`config.mk`:
```
export PLATFORM = sky130hd
export DESIGN_NAME = delimited_frame_letter_counter_top
export DESIGN_NICKNAME = d
export VERILOG_FILES = /design/src/fdlc_pkg.sv /design/src/fdlc_front.sv /design/src/fdlc_queue.sv /design/src/fdlc_back.sv /design/src/delimited_frame_letter_counter_top.sv
export SDC_FILE = /design/constraint.sdc
export NUM_CORES = 1
export LEC_CHECK = 0
export BUFFER_PORTS_ARGS = -buffer_cell sky130_fd_sc_hd__buf_4
export CORE_ASPECT_RATIO = 1.4
export CORE_UTILIZATION = 45
export DETAILED_ROUTE_END_ITERATION = 16
export SLEW_MARGIN = 20
export SYNTH_ARGS = -nofsm -noshare
export SYNTH_HDL_FRONTEND = slang
export SYNTH_SLANG_ARGS = --single-unit
```
`constraint.sdc`:
```
create_clock -name aclk -period 4.2 [get_ports aclk]
set_input_delay 0 -clock aclk [delete_from_list [all_inputs] [get_ports aclk]]
set_output_delay 0 -clock aclk [all_outputs]
set_load 0.005 [all_outputs]
```
`src/fdlc_pkg.sv`:
```
// Shared types, constants and helpers for the delimited frame letter counter.
package fdlc_pkg;

    // Field widths fixed by the interface
    localparam int BYTE_W = 8;
    localparam int CNT_W  = 6;

    // Frame length limit and command queue size
    localparam int MAX_FRAME_LEN_DEF = 35;
    localparam int QUEUE_DEPTH       = 4;
    localparam int QPTR_W            = $clog2(QUEUE_DEPTH);

    // Configuration register indexes
    localparam int CFG_IDX_W = 1;
    localparam logic [CFG_IDX_W-1:0] REG_START_SYMBOL = 1'd0;
    localparam logic [CFG_IDX_W-1:0] REG_END_SYMBOL   = 1'd1;

    // Reset values of the delimiters ('#' and '$')
    localparam logic [BYTE_W-1:0] START_SYMBOL_RST = 8'd35;
    localparam logic [BYTE_W-1:0] END_SYMBOL_RST   = 8'd36;

    // ASCII letter bounds
    localparam logic [BYTE_W-1:0] LOWER_FIRST = 8'h61;
    localparam logic [BYTE_W-1:0] LOWER_LAST  = 8'h7A;
    localparam logic [BYTE_W-1:0] UPPER_FIRST = 8'h41;
    localparam logic [BYTE_W-1:0] UPPER_LAST  = 8'h5A;

    // Result kinds
    localparam logic KIND_BYTE    = 1'b0;
    localparam logic KIND_SUMMARY = 1'b1;

    // Commands from the front to the back
    typedef enum logic [1:0] {
        OP_STORE,
        OP_REPORT,
        OP_DROP
    } fdlc_op_t;

    typedef struct packed {
        fdlc_op_t          op;
        logic [BYTE_W-1:0] data;
    } fdlc_cmd_t;

    // One result item
    typedef struct packed {
        logic              item_kind;
        logic [BYTE_W-1:0] frame_byte;
        logic [CNT_W-1:0]  lower_total;
        logic [CNT_W-1:0]  upper_total;
        logic [CNT_W-1:0]  frame_length;
        logic              last_item;
    } fdlc_result_t;

    // Back end sequencer states
    typedef enum logic [1:0] {
        ST_IDLE,
        ST_FETCH,
        ST_LOAD,
        ST_SUMMARY
    } fdlc_state_t;

    function automatic logic is_lower(input logic [BYTE_W-1:0] b);
        return (b >= LOWER_FIRST) && (b <= LOWER_LAST);
    endfunction

    function automatic logic is_upper(input logic [BYTE_W-1:0] b);
        return (b >= UPPER_FIRST) && (b <= UPPER_LAST);
    endfunction

endpackage

```
`src/fdlc_front.sv`:
```
// Front end: holds the delimiters, tracks the frame and classifies each byte.
module fdlc_front #(
    parameter int MAX_FRAME_LEN = fdlc_pkg::MAX_FRAME_LEN_DEF
) (
    input  logic                          aclk,
    input  logic                          aresetn,
    input  logic                          cfg_wr_en,
    input  logic [fdlc_pkg::CFG_IDX_W-1:0] cfg_index,
    input  logic [fdlc_pkg::BYTE_W-1:0]   cfg_wdata,
    input  logic                          s_valid,
    output logic                          s_ready,
    input  logic [fdlc_pkg::BYTE_W-1:0]   s_rx_byte,
    input  logic                          q_full,
    output logic                          q_push,
    output fdlc_pkg::fdlc_cmd_t           q_cmd
);
    import fdlc_pkg::*;

    logic [BYTE_W-1:0] start_sym_reg;
    logic [BYTE_W-1:0] end_sym_reg;
    logic              open_reg, open_next;
    logic [CNT_W-1:0]  len_reg, len_next;
    logic              accept;
    logic              cmd_valid;

    assign s_ready = !q_full;
    assign accept  = s_valid && s_ready;

    // Write the delimiter registers
    always_ff @(posedge aclk) begin
        if (!aresetn) begin
            start_sym_reg <= START_SYMBOL_RST;
            end_sym_reg   <= END_SYMBOL_RST;
        end else if (cfg_wr_en) begin
            case (cfg_index)
                REG_START_SYMBOL: start_sym_reg <= cfg_wdata;
                REG_END_SYMBOL:   end_sym_reg   <= cfg_wdata;
                default: ;
            endcase
        end
    end

    // Classify the byte against the frame state
    always_comb begin
        open_next   = open_reg;
        len_next    = len_reg;
        cmd_valid   = 1'b0;
        q_cmd.op    = OP_STORE;
        q_cmd.data  = s_rx_byte;
        if (accept) begin
            if (open_reg) begin
                cmd_valid = 1'b1;
                if (s_rx_byte == end_sym_reg) begin
                    q_cmd.op  = OP_REPORT;
                    open_next = 1'b0;
                    len_next  = '0;
                end else if (len_reg >= CNT_W'(MAX_FRAME_LEN)) begin
                    q_cmd.op  = OP_DROP;
                    open_next = 1'b0;
                    len_next  = '0;
                end else begin
                    q_cmd.op  = OP_STORE;
                    len_next  = len_reg + 1'b1;
                end
            end
            if (s_rx_byte == start_sym_reg) begin
                open_next = 1'b1;
            end
        end
    end

    assign q_push = cmd_valid;

    // Hold the frame state
    always_ff @(posedge aclk) begin
        if (!aresetn) begin
            open_reg <= 1'b0;
            len_reg  <= '0;
        end else begin
            open_reg <= open_next;
            len_reg  <= len_next;
        end
    end

endmodule

```
`src/fdlc_queue.sv`:
```
// Short command queue between the front and back ends.
module fdlc_queue (
    input  logic                aclk,
    input  logic                aresetn,
    input  logic                push,
    input  fdlc_pkg::fdlc_cmd_t push_cmd,
    output logic                full,
    input  logic                pop,
    output logic                not_empty,
    output fdlc_pkg::fdlc_cmd_t head_cmd
);
    import fdlc_pkg::*;

    fdlc_cmd_t         entry_reg [QUEUE_DEPTH];
    logic [QPTR_W-1:0] wr_ptr_reg;
    logic [QPTR_W-1:0] rd_ptr_reg;
    logic [QPTR_W:0]   fill_reg;
    logic              do_push;
    logic              do_pop;

    assign full      = (fill_reg == (QPTR_W+1)'(QUEUE_DEPTH));
    assign not_empty = (fill_reg != '0);
    assign head_cmd  = entry_reg[rd_ptr_reg];
    assign do_push   = push && !full;
    assign do_pop    = pop && not_empty;

    // Store a pushed command
    always_ff @(posedge aclk) begin
        if (do_push) begin
            entry_reg[wr_ptr_reg] <= push_cmd;
        end
    end

    // Advance pointers and fill level
    always_ff @(posedge aclk) begin
        if (!aresetn) begin
            wr_ptr_reg <= '0;
            rd_ptr_reg <= '0;
            fill_reg   <= '0;
        end else begin
            if (do_push) begin
                wr_ptr_reg <= wr_ptr_reg + 1'b1;
            end
            if (do_pop) begin
                rd_ptr_reg <= rd_ptr_reg + 1'b1;
            end
            if (do_push && !do_pop) begin
                fill_reg <= fill_reg + 1'b1;
            end else if (do_pop && !do_push) begin
                fill_reg <= fill_reg - 1'b1;
            end
        end
    end

endmodule

```
`src/fdlc_back.sv`:
```
// Back end: frame store, letter counters and read-out sequencer.
module fdlc_back #(
    parameter int MAX_FRAME_LEN = fdlc_pkg::MAX_FRAME_LEN_DEF
) (
    input  logic                   aclk,
    input  logic                   aresetn,
    input  logic                   cmd_valid,
    input  fdlc_pkg::fdlc_cmd_t    cmd,
    output logic                   cmd_pop,
    output logic                   m_valid,
    input  logic                   m_ready,
    output fdlc_pkg::fdlc_result_t result
);
    import fdlc_pkg::*;

    localparam int MEM_AW = (MAX_FRAME_LEN > 1) ? $clog2(MAX_FRAME_LEN) : 1;

    logic [BYTE_W-1:0] store_mem [MAX_FRAME_LEN];
    logic [BYTE_W-1:0] rd_data_reg;

    fdlc_state_t       state_reg, state_next;
    logic [CNT_W-1:0]  count_reg;
    logic [CNT_W-1:0]  lower_reg;
    logic [CNT_W-1:0]  upper_reg;
    logic [CNT_W-1:0]  idx_reg;
    logic [CNT_W-1:0]  idx_inc;
    fdlc_result_t      out_reg;
    logic              out_valid_reg;

    logic out_free;
    logic wr_en;
    logic rd_en;
    logic load_byte;
    logic load_sum;
    logic clear;
    logic start_report;

    assign out_free = !out_valid_reg || m_ready;
    assign idx_inc  = idx_reg + 1'b1;

    // Next state
    always_comb begin
        state_next = state_reg;
        case (state_reg)
            ST_IDLE: begin
                if (cmd_valid && cmd.op == OP_REPORT) begin
                    state_next = (count_reg == '0) ? ST_SUMMARY : ST_FETCH;
                end
            end
            ST_FETCH: state_next = ST_LOAD;
            ST_LOAD: begin
                if (out_free) begin
                    state_next = (idx_inc == count_reg) ? ST_SUMMARY : ST_FETCH;
                end
            end
            ST_SUMMARY: begin
                if (out_free) begin
                    state_next = ST_IDLE;
                end
            end
            default: state_next = ST_IDLE;
        endcase
    end

    // Control outputs of the sequencer
    always_comb begin
        cmd_pop      = (state_reg == ST_IDLE) && cmd_valid;
        wr_en        = cmd_pop && (cmd.op == OP_STORE);
        start_report = cmd_pop && (cmd.op == OP_REPORT);
        rd_en        = (state_reg == ST_FETCH);
        load_byte    = (state_reg == ST_LOAD) && out_free;
        load_sum     = (state_reg == ST_SUMMARY) && out_free;
        clear        = (cmd_pop && (cmd.op == OP_DROP)) || load_sum;
    end

    // Frame store: write on store, registered read during read-out
    always_ff @(posedge aclk) begin
        if (wr_en) begin
            store_mem[count_reg[MEM_AW-1:0]] <= cmd.data;
        end
        if (rd_en) begin
            rd_data_reg <= store_mem[idx_reg[MEM_AW-1:0]];
        end
    end

    // Sequencer state, counters and read index
    always_ff @(posedge aclk) begin
        if (!aresetn) begin
            state_reg <= ST_IDLE;
            count_reg <= '0;
            lower_reg <= '0;
            upper_reg <= '0;
            idx_reg   <= '0;
        end else begin
            state_reg <= state_next;
            if (clear) begin
                count_reg <= '0;
                lower_reg <= '0;
                upper_reg <= '0;
            end else if (wr_en) begin
                count_reg <= count_reg + 1'b1;
                if (is_lower(cmd.data)) begin
                    lower_reg <= lower_reg + 1'b1;
                end else if (is_upper(cmd.data)) begin
                    upper_reg <= upper_reg + 1'b1;
                end
            end
            if (start_report) begin
                idx_reg <= '0;
            end else if (load_byte) begin
                idx_reg <= idx_inc;
            end
        end
    end

    // Output register: load a byte or the summary, drop once taken
    always_ff @(posedge aclk) begin
        if (!aresetn) begin
            out_valid_reg <= 1'b0;
        end else if (load_byte || load_sum) begin
            out_valid_reg <= 1'b1;
        end else if (m_ready) begin
            out_valid_reg <= 1'b0;
        end
    end

    always_ff @(posedge aclk) begin
        if (load_byte) begin
            out_reg.item_kind    <= KIND_BYTE;
            out_reg.frame_byte   <= rd_data_reg;
            out_reg.lower_total  <= '0;
            out_reg.upper_total  <= '0;
            out_reg.frame_length <= '0;
            out_reg.last_item    <= 1'b0;
        end else if (load_sum) begin
            out_reg.item_kind    <= KIND_SUMMARY;
            out_reg.frame_byte   <= '0;
            out_reg.lower_total  <= lower_reg;
            out_reg.upper_total  <= upper_reg;
            out_reg.frame_length <= count_reg;
            out_reg.last_item    <= 1'b1;
        end
    end

    assign m_valid = out_valid_reg;
    assign result  = out_reg;

endmodule

```
`src/delimited_frame_letter_counter_top.sv`:
```
// Top level of the delimited frame letter counter.
//
// Usage: received bytes enter on the s_ channel (valid/ready). A start symbol
// opens a frame; bytes up to the end symbol are stored and their ASCII letters
// counted. On the end symbol the m_ channel delivers each stored byte in order
// (item_kind 0), then one summary item (item_kind 1, last_item 1) with the
// lower-case and upper-case counts and the frame length. A frame that grows
// past MAX_FRAME_LEN bytes is dropped without output. Delimiters are written
// through cfg_wr_en/cfg_index/cfg_wdata, which the user must do only while
// the block is idle; the block itself does not enforce this. Throughput: one
// byte per cycle while a frame fills and the command queue has room; the
// front end hands each byte of an open frame to a four-entry command queue.
// Read-out of a closed frame takes the report from the queue, then for each
// stored byte reads the frame store and then loads the output register, and
// last loads the summary. The queue fills during read-out and s_ready then
// drops.
// Reset (aresetn low, synchronous) restores '#' and '$', closes any frame and
// empties the queue and output register. If the receiver holds m_ready low,
// the output register holds its item and read-out waits.
module delimited_frame_letter_counter_top #(
    parameter int MAX_FRAME_LEN = fdlc_pkg::MAX_FRAME_LEN_DEF
) (
    input  logic                           aclk,
    input  logic                           aresetn,
    input  logic                           cfg_wr_en,
    input  logic [fdlc_pkg::CFG_IDX_W-1:0] cfg_index,
    input  logic [fdlc_pkg::BYTE_W-1:0]    cfg_wdata,
    input  logic                           s_valid,
    output logic                           s_ready,
    input  logic [fdlc_pkg::BYTE_W-1:0]    s_rx_byte,
    output logic                           m_valid,
    input  logic                           m_ready,
    output logic                           m_item_kind,
    output logic [fdlc_pkg::BYTE_W-1:0]    m_frame_byte,
    output logic [fdlc_pkg::CNT_W-1:0]     m_lower_total,
    output logic [fdlc_pkg::CNT_W-1:0]     m_upper_total,
    output logic [fdlc_pkg::CNT_W-1:0]     m_frame_length,
    output logic                           m_last_item
);
    import fdlc_pkg::*;

    logic         q_full;
    logic         q_push;
    fdlc_cmd_t    q_cmd;
    logic         q_pop;
    logic         q_not_empty;
    fdlc_cmd_t    q_head;
    fdlc_result_t result;

    fdlc_front #(
        .MAX_FRAME_LEN(MAX_FRAME_LEN)
    ) u_front (
        .aclk      (aclk),
        .aresetn   (aresetn),
        .cfg_wr_en (cfg_wr_en),
        .cfg_index (cfg_index),
        .cfg_wdata (cfg_wdata),
        .s_valid   (s_valid),
        .s_ready   (s_ready),
        .s_rx_byte (s_rx_byte),
        .q_full    (q_full),
        .q_push    (q_push),
        .q_cmd     (q_cmd)
    );

    fdlc_queue u_queue (
        .aclk      (aclk),
        .aresetn   (aresetn),
        .push      (q_push),
        .push_cmd  (q_cmd),
        .full      (q_full),
        .pop       (q_pop),
        .not_empty (q_not_empty),
        .head_cmd  (q_head)
    );

    fdlc_back #(
        .MAX_FRAME_LEN(MAX_FRAME_LEN)
    ) u_back (
        .aclk      (aclk),
        .aresetn   (aresetn),
        .cmd_valid (q_not_empty),
        .cmd       (q_head),
        .cmd_pop   (q_pop),
        .m_valid   (m_valid),
        .m_ready   (m_ready),
        .result    (result)
    );

    // Unpack the result item onto its ports
    assign m_item_kind    = result.item_kind;
    assign m_frame_byte   = result.frame_byte;
    assign m_lower_total  = result.lower_total;
    assign m_upper_total  = result.upper_total;
    assign m_frame_length = result.frame_length;
    assign m_last_item    = result.last_item;

endmodule

```
==> key figures, run 1 <==
Clock tree
  – Clock Path Buffers: 3
  – Clock transition at path regs: 0.06 ns
  – TritonCTS buffer count: 39
  – H-tree depth: 2
  – CTS tree: done
  – Clock sinks: 414
  – Setup bufs post-CTS: 0
  – Clk root buf: clkbuf_16
  – Worst-skew pair later-pin latency: 0.54 ns

Drt
  – Post-route antenna net violation count: 0
  – First DRT Iteration DRCs: 672
  – Post-Route WL: 35.4 mm
  – Via count: 8622
  – DR vias/cell: 5.45
  – DRC: 0
  – Per-cell routed wire length: 22.4 µm
  – Drt pass-1 iters: 5

Worst setup path
  – Worst path max stage delay: 0.83 ns
  – Critical path endpoint category: flip-flop
  – Crit path DAT: 3.56 ns
  – Worst Path Required: 4.62 ns
  – Buf+Inv Stages, Crit Path: 1
  – Crit path max-delay cell type: mux4_1
  – Setup Crit Path Kind: reg -> reg
  – CP delay by family, top: multiplexers
  – Startpoint Class: flip-flop
  – Worst-path maximum fanout: 12
  – Worst R2R Path Depth: 7
  – Worst path depth: 7
  – CP Cell Sequence: buf_4, mux4_1, or4_4, o2111ai_4, nor2_4, nand4_1, mux2_2

Logic synthesis
  – Synth Net Count: 1037
  – Post-synthesis area per instance: 16.4 µm²
  – Synth Flop Type: edfxtp_1
  – Fraction of registers with async set/reset: 0%
  – Yosys reg bits: 414
  – Ys Warns: 0
  – Mapped cell area: 16500 µm²
  – Post-Synthesis Cells: 1003
  – Number of library cell types mapped by synthesis: 59
  – Number of synthesized flops with an enable pin: 336
  – Register area share after synthesis: 70.7%

Cells and area
  – Final core area utilization: 52.8%
  – Largest register FFs: 280
  – Fin cells: 1581
  – Area growth from synthesis to layout: 15.1%
  – Ant. Diodes: 0
  – Commonest non-fill, non-tap cell in the layout: edfxtp_1
  – Fillers: 2916
  – Final net count: 1126
  – Layout cells sized above 1: 20.2%
  – Most frequent cells in the layout: edfxtp_1, nand2_1, nor2_1, mux4_2, dfxtp_1

Min path
  – Hold WC Path Type: in -> reg
  – Hold path cells: 2

Global route
  – First-pass GRT wire length: 54.6 mm
  – Grt ovf: 0
  – Global Route Usage Sum: 19.9%
  – Vias in the first global route: 9031
  – Initial antenna violation count: 0
  – Pin count of the biggest net entering global routing: 45

Power and ir drop
  – Worst vdd ir: 0.370 mV
  – Final Power: 0.0105 W
  – Leakage Power: 6.10 nW
  – Pwr Density: 553 nW/µm²

Die
  – Die Area: 37400 µm²
  – Top Ports: 52
  – Effective utilization at floorplan: 45.9%
  – CORE AREA: 35900 µm²
  – Chip width: 164 µm
  – # rows: 82
  – Die Ht: 228 µm

Timing
  – Final Skew: 0.0199 ns
  – Slew headroom: 24.1%
  – Fin. max-slew vios: 0
  – Finish-stage setup viols: 0
  – Setup TNS: 0 ns
  – Min cycle time layout: 3.14 ns
  – Final hold violation count: 0
  – Worst-Margin Slew: 1.14 ns
  – RSZ-0062 raised after global routing: no
  – Final period util: 74.8%
  – FMAX: 318 MHz

Placed design
  – Gpl congestion: 0.786
  – Cells after DPL: 1481
  – Port Buffer Count: 51
  – Post-DP HPWL: 23.6 mm

Outcome
  – Status: complete, no violations

Job
  – MaxCap Viol Count: 0
==> metrics by stage <==
| step | cell area [µm²] | setup WS, ns | hold slack (ns) |
|---|---|---|---|
| after floorplan | 16500 | 1.27 | 0.0989 |
| after global placement | 17400 | 1.08 | 0.225 |
| after detailed placement | 17400 | 1.05 | 0.230 |
| after CTS | 19000 | 1.04 | 0.213 |
| after global routing | 19000 | 0.886 | 0.241 |
| final | 19000 | 1.06 | 0.240 |
==> per-layer routing <==
metal	wire length, µm	vias up	global-route usage [%]
li1	-	3989	-
met1	13300	4391	23.3
met2	19400	175	36.0
met3	1420	67	3.05
met4	1390	0	8.42
met5	0	-	0
==> layout make-up <==
cell class,count,area (µm²),share of cell area (%)
sequential,414,11700,61.5
multi-input combinational,521,4560,24.0
clock buffer,53,1110,5.85
timing repair buffer,100,868,4.58
tap,462,578,3.05
clock inverter,15,138,0.725
inverter,16,60.1,0.317
==> path summary, 6_finish.rpt <==
kind                                 startpoint                                end  slack (ns)
setup / recovery                      flip-flop   u_back.upper_reg[4]$_SDFFE_PP0P_        1.06
hold / removal                     s_rx_byte[6]  u_queue.entry_reg[1][6]$_DFFE_PP_        0.24
setup reg to reg                      flip-flop   u_back.upper_reg[4]$_SDFFE_PP0P_        1.06
hold reg to reg   u_back.result[8]$_SDFFE_PP0P_      u_back.result[8]$_SDFFE_PP0P_        0.44
==> cell usage after synthesis, drive strengths merged, types with 2 or more instances <==
| cell type | n | area (µm²) |
|---|---|---|
| nor2b | 5 | 31.3 |
| or3 | 3 | 18.8 |
| clkbuf | 34 | 128 |
| xor2 | 19 | 166 |
| nand4 | 9 | 56.3 |
| nor3 | 8 | 51.3 |
| buf | 18 | 88.8 |
| nor3b | 3 | 22.5 |
| or3b | 2 | 17.5 |
| mux2i | 20 | 200 |
| o21ai | 35 | 175 |
| a21oi | 22 | 110 |
| a211oi | 2 | 15.0 |
| xnor2 | 27 | 236 |
| or2 | 2 | 12.5 |
| and2 | 17 | 108 |
| mux4 | 90 | 2060 |
| ha | 11 | 138 |
| nand3 | 21 | 118 |
| dfxtp | 78 | 1560 |
| nand2 | 112 | 420 |
| nand2b | 5 | 31.3 |
| nor4 | 4 | 40.0 |
| edfxtp | 336 | 10100 |
| inv | 15 | 56.3 |
| nor2 | 83 | 319 |
==> where the power goes <==
| group | internal (W) | total (W) | switching, W |
|---|---|---|---|
| Combinational | 0.000800 | 0.00196 | 0.00116 |
| Clock | 0.00198 | 0.00345 | 0.00147 |
| Sequential | 0.00492 | 0.00509 | 0.000166 |
==> cells by family (layout without fill, tap and decap cells) <==
kind of cell,after synthesis,in the layout,share of synthesized area [%]
flip-flops,414,414,70.7
AND/OR/NAND/NOR,280,280,7.89
multiplexers,111,111,13.8
AO/OA/AOI/OAI,72,72,2.61
buffers and inverters,68,184,1.68
XOR/XNOR,46,46,2.44
adder cells (fa/ha/maj),12,12,0.956
==> repair_timing <==
| item | CTS | global route |
|---|---|---|
| endpoints found under the hold margin | 59 | 0 |
| resized for setup | 0 | 0 |
| hold buffers | 32 | 0 |
No activity file was read; power rests on OpenSTA's default activity.
==> inputs of run 2 (changes only) <==
--- a/config.mk
+++ b/config.mk
@@ -5,6 +5,7 @@
 export SDC_FILE = /design/constraint.sdc
 export NUM_CORES = 1
 export LEC_CHECK = 0
+export ABC_AREA = 1
 export BUFFER_PORTS_ARGS = -buffer_cell sky130_fd_sc_hd__buf_4
 export CORE_ASPECT_RATIO = 1.4
 export CORE_UTILIZATION = 45
==> constraint.sdc (replaced) <==
create_clock -name aclk -period 2.6 [get_ports aclk]
set_input_delay 0 -clock aclk [delete_from_list [all_inputs] [get_ports aclk]]
set_output_delay 0 -clock aclk [all_outputs]
set_load 0.005 [all_outputs]
==> run 2 against run 1 <==
Net effect: register-to-register slack worse by 0.85 ns; utilization grew 0.39 points; synthesized cell count grew 58%; die area rose by 3.6%; fmax is 31% higher; clock power is 68% higher; critical path depth grew 3; via count up 40%; non-clock buffer count rose by 54; largest power group unchanged; clock skew down 0.011 ns; sequential cell count stayed put; first-iteration DRC count is 31% higher.
==> key figures, run 2 <==
Outcome
  – Status: complete, no violations

Placed design
  – Port Buffer Count: 51
  – Gpl congestion: 0.890
  – Post-DP HPWL: 29.4 mm
  – Placed cell area: 18400 µm²

Cells and area
  – Most frequent cells in the layout: edfxtp_1, nand2_1, nor2_1, o21ai_0, buf_4
  – Final net count: 1736
  – Layout cells sized above 1: 12.3%
  – Ant. Diodes: 0
  – Fillers: 3269
  – Area growth from synthesis to layout: 16.9%
  – Design Area, Final: 20000 µm²
  – Commonest non-fill, non-tap cell in the layout: edfxtp_1
  – Largest register FFs: 280

Logic synthesis
  – Post-Synthesis Cells: 1582
  – Fraction of registers with async set/reset: 0%
  – Mapped cell area: 17100 µm²
  – Synth cell count leaders: edfxtp_1, nand2_1, nor2_1
  – Number of library cell types mapped by synthesis: 40
  – Yosys reg bits: 414
  – Synth Net Count: 1616
  – Number of synthesized flops with an enable pin: 336
  – Register area share after synthesis: 68.2%
  – Ys Warns: 0
  – Synth Flop Type: edfxtp_1
  – Synth top area share: 59.1%
  – Top post-synthesis cells by area: edfxtp_1, dfxtp_1, nand2_1, nor2_1, o21ai_0
  – Largest area contributor in the netlist: edfxtp_1
  – Most instantiated library cell after synthesis: edfxtp_1
  – Post-synthesis area per instance: 10.8 µm²

Clock tree
  – TritonCTS buffer count: 40
  – Setup bufs post-CTS: 0
  – CTS tree: done
  – Clock transition at path regs: 0.06 ns
  – Clk root buf: clkbuf_16
  – Clock Path Buffers: 3
  – Worst-skew pair later-pin latency: 0.54 ns
  – Clock sinks: 414
  – H-tree depth: 2

Drt
  – Via count: 12100
  – Per-cell routed wire length: 20.2 µm
  – Wl on met1: 16.8 mm
  – Post-Route WL: 44.6 mm
  – DR top layer: met4
  – DR vias/cell: 5.48
  – DRC: 0
  – Met3 wire length: 2.36 mm
  – Post-route antenna net violation count: 0
  – Met2 wire len: 23.5 mm
  – Drt pass-1 iters: 8
  – First DRT Iteration DRCs: 880

Worst setup path
  – Setup Crit Path Kind: reg -> reg
  – Worst-path maximum fanout: 48
  – Critical path endpoint category: flip-flop
  – Worst Path Required: 2.89 ns
  – Crit path DAT: 2.69 ns
  – Startpoint Class: flip-flop

Global route
  – Initial antenna violation count: 0
  – Pin count of the biggest net entering global routing: 49
  – Grt ovf: 0
  – First-pass GRT wire length: 68.0 mm
  – Vias in the first global route: 11900
  – Global Route Usage Sum: 23.3%

Timing
  – RSZ-0062 raised after global routing: no
  – Final period util: 92.2%
  – Min cycle time layout: 2.40 ns
  – Final Skew: 0.00905 ns
  – Worst-Margin Slew: 1.13 ns
  – Final hold violation count: 0
  – Slew headroom: 24.9%
  – FMAX: 417 MHz
  – Setup TNS: 0 ns
  – Finish-stage setup viols: 0
  – Worst Hold Slack: 0.0191 ns
  – Fin. max-slew vios: 0

Die
  – Effective utilization at floorplan: 45.5%
  – Chip width: 167 µm
  – Die Ht: 233 µm
  – # rows: 84
  – CORE AREA: 37500 µm²
  – Top Ports: 52
  – Die Area: 38700 µm²

Job
  – MaxCap Viol Count: 0

Power and ir drop
  – Final Power: 0.0189 W
  – Leakage Power: 7.34 nW
  – Pwr Density: 946 nW/µm²
  – Worst vdd ir: 0.689 mV

Min path
  – Hold WC Path Type: in -> reg
run 2: cell count changes after synthesis, sizes merged, moves of 20 or more:
| cell | change |
|---|---|
| o21ai | +161 |
| inv | +63 |
| nand2 | +173 |
| mux2i | -20 |
| o22ai | +64 |
| a21oi | +31 |
| mux4 | -90 |
| nand3 | +46 |
| nor2 | +178 |
run 2: worst paths after layout:
path,start,endpoint,slack [ns],cells past startpoint
min,cfg_wr_en,u_front.end_sym_reg[7]$_SDFFE_PN0P_,0.02,3
max reg2reg,u_back.idx_reg[0]$_SDFFE_PP0P_,u_back.rd_data_reg[3]$_DFFE_PP_,0.20,10
max,u_back.idx_reg[0]$_SDFFE_PP0P_,u_back.rd_data_reg[3]$_DFFE_PP_,0.20,10
min reg2reg,u_front.open_reg$_SDFFE_PN0P_,u_front.open_reg$_SDFFE_PN0P_,0.46,2
run 2: routing by layer:
| metal | global-route usage [%] | vias to the layer above |
|---|---|---|
| met5 | 0 | - |
| met3 | 3.45 | 107 |
| met4 | 10.9 | 0 |
| li1 | - | 5753 |
| met2 | 43.9 | 404 |
| met1 | 25.7 | 5799 |
run 2: cell type report:
| cell class | instances | area (µm²) | share of cell area (%) |
|---|---|---|---|
| Inverter | 82 | 314 | 1.57 |
| Clock inverter | 19 | 223 | 1.12 |
| Clock buffer | 51 | 1080 | 5.43 |
| Sequential cell | 414 | 11700 | 58.4 |
| Timing Repair Buffer | 154 | 1300 | 6.53 |
| Multi-Input combinational cell | 1010 | 4800 | 24.0 |
| Tap cell | 473 | 592 | 2.96 |
run 2: stage by stage:
stage | cells | util, % | setup slack, ns
3_5_place_dp | 2104 | 49.0 | 0.222
2_1_floorplan | 1582 | - | 0.278
4_1_cts | 2203 | 53.2 | 0.191
5_1_grt | 2203 | 53.2 | 0.0267
6_report | 2203 | 53.2 | 0.204
3_3_place_gp | 2104 | 49.0 | 0.245
run 2: what timing repair did:
action | 4_1_cts | 5_1_grt
hold buffers | 29 | 0
setup endpoints to repair | 0 | 32
gates resized for setup | 0 | 1
endpoints found under the hold margin | 69 | 0
run 2: logic make-up (layout without fill, tap and decap cells):
logic type | after synthesis | in the layout | synth area share [%]
AOI/OAI and AO/OA | 326 | 326 | 10.2
xor gates and xnor gates | 27 | 27 | 1.47
adders and majority gates | 12 | 12 | 0.923
buffers and inverters | 158 | 306 | 3.72
DFF | 414 | 414 | 68.2
and+or+nand+nor | 645 | 645 | 15.4
run 2: critical path: stages, from the launching register on:
cell and delay (ns):
dfxtp_4 0.44, clkinv_2 0.16, buf_12 0.20, o21ai_0 0.47, o22ai_1 0.15, nand2_1 0.09
nand2_1 0.18, a21oi_1 0.17, o21ai_1 0.09, nand3_1 0.12, nand2_1 0.06
run 2: report_power, final:
group / total, W / internal [W] / switching (W)
clock: 0.00580 / 0.00344 / 0.00235
sequential: 0.00843 / 0.00820 / 0.000231
combinational: 0.00468 / 0.00131 / 0.00337
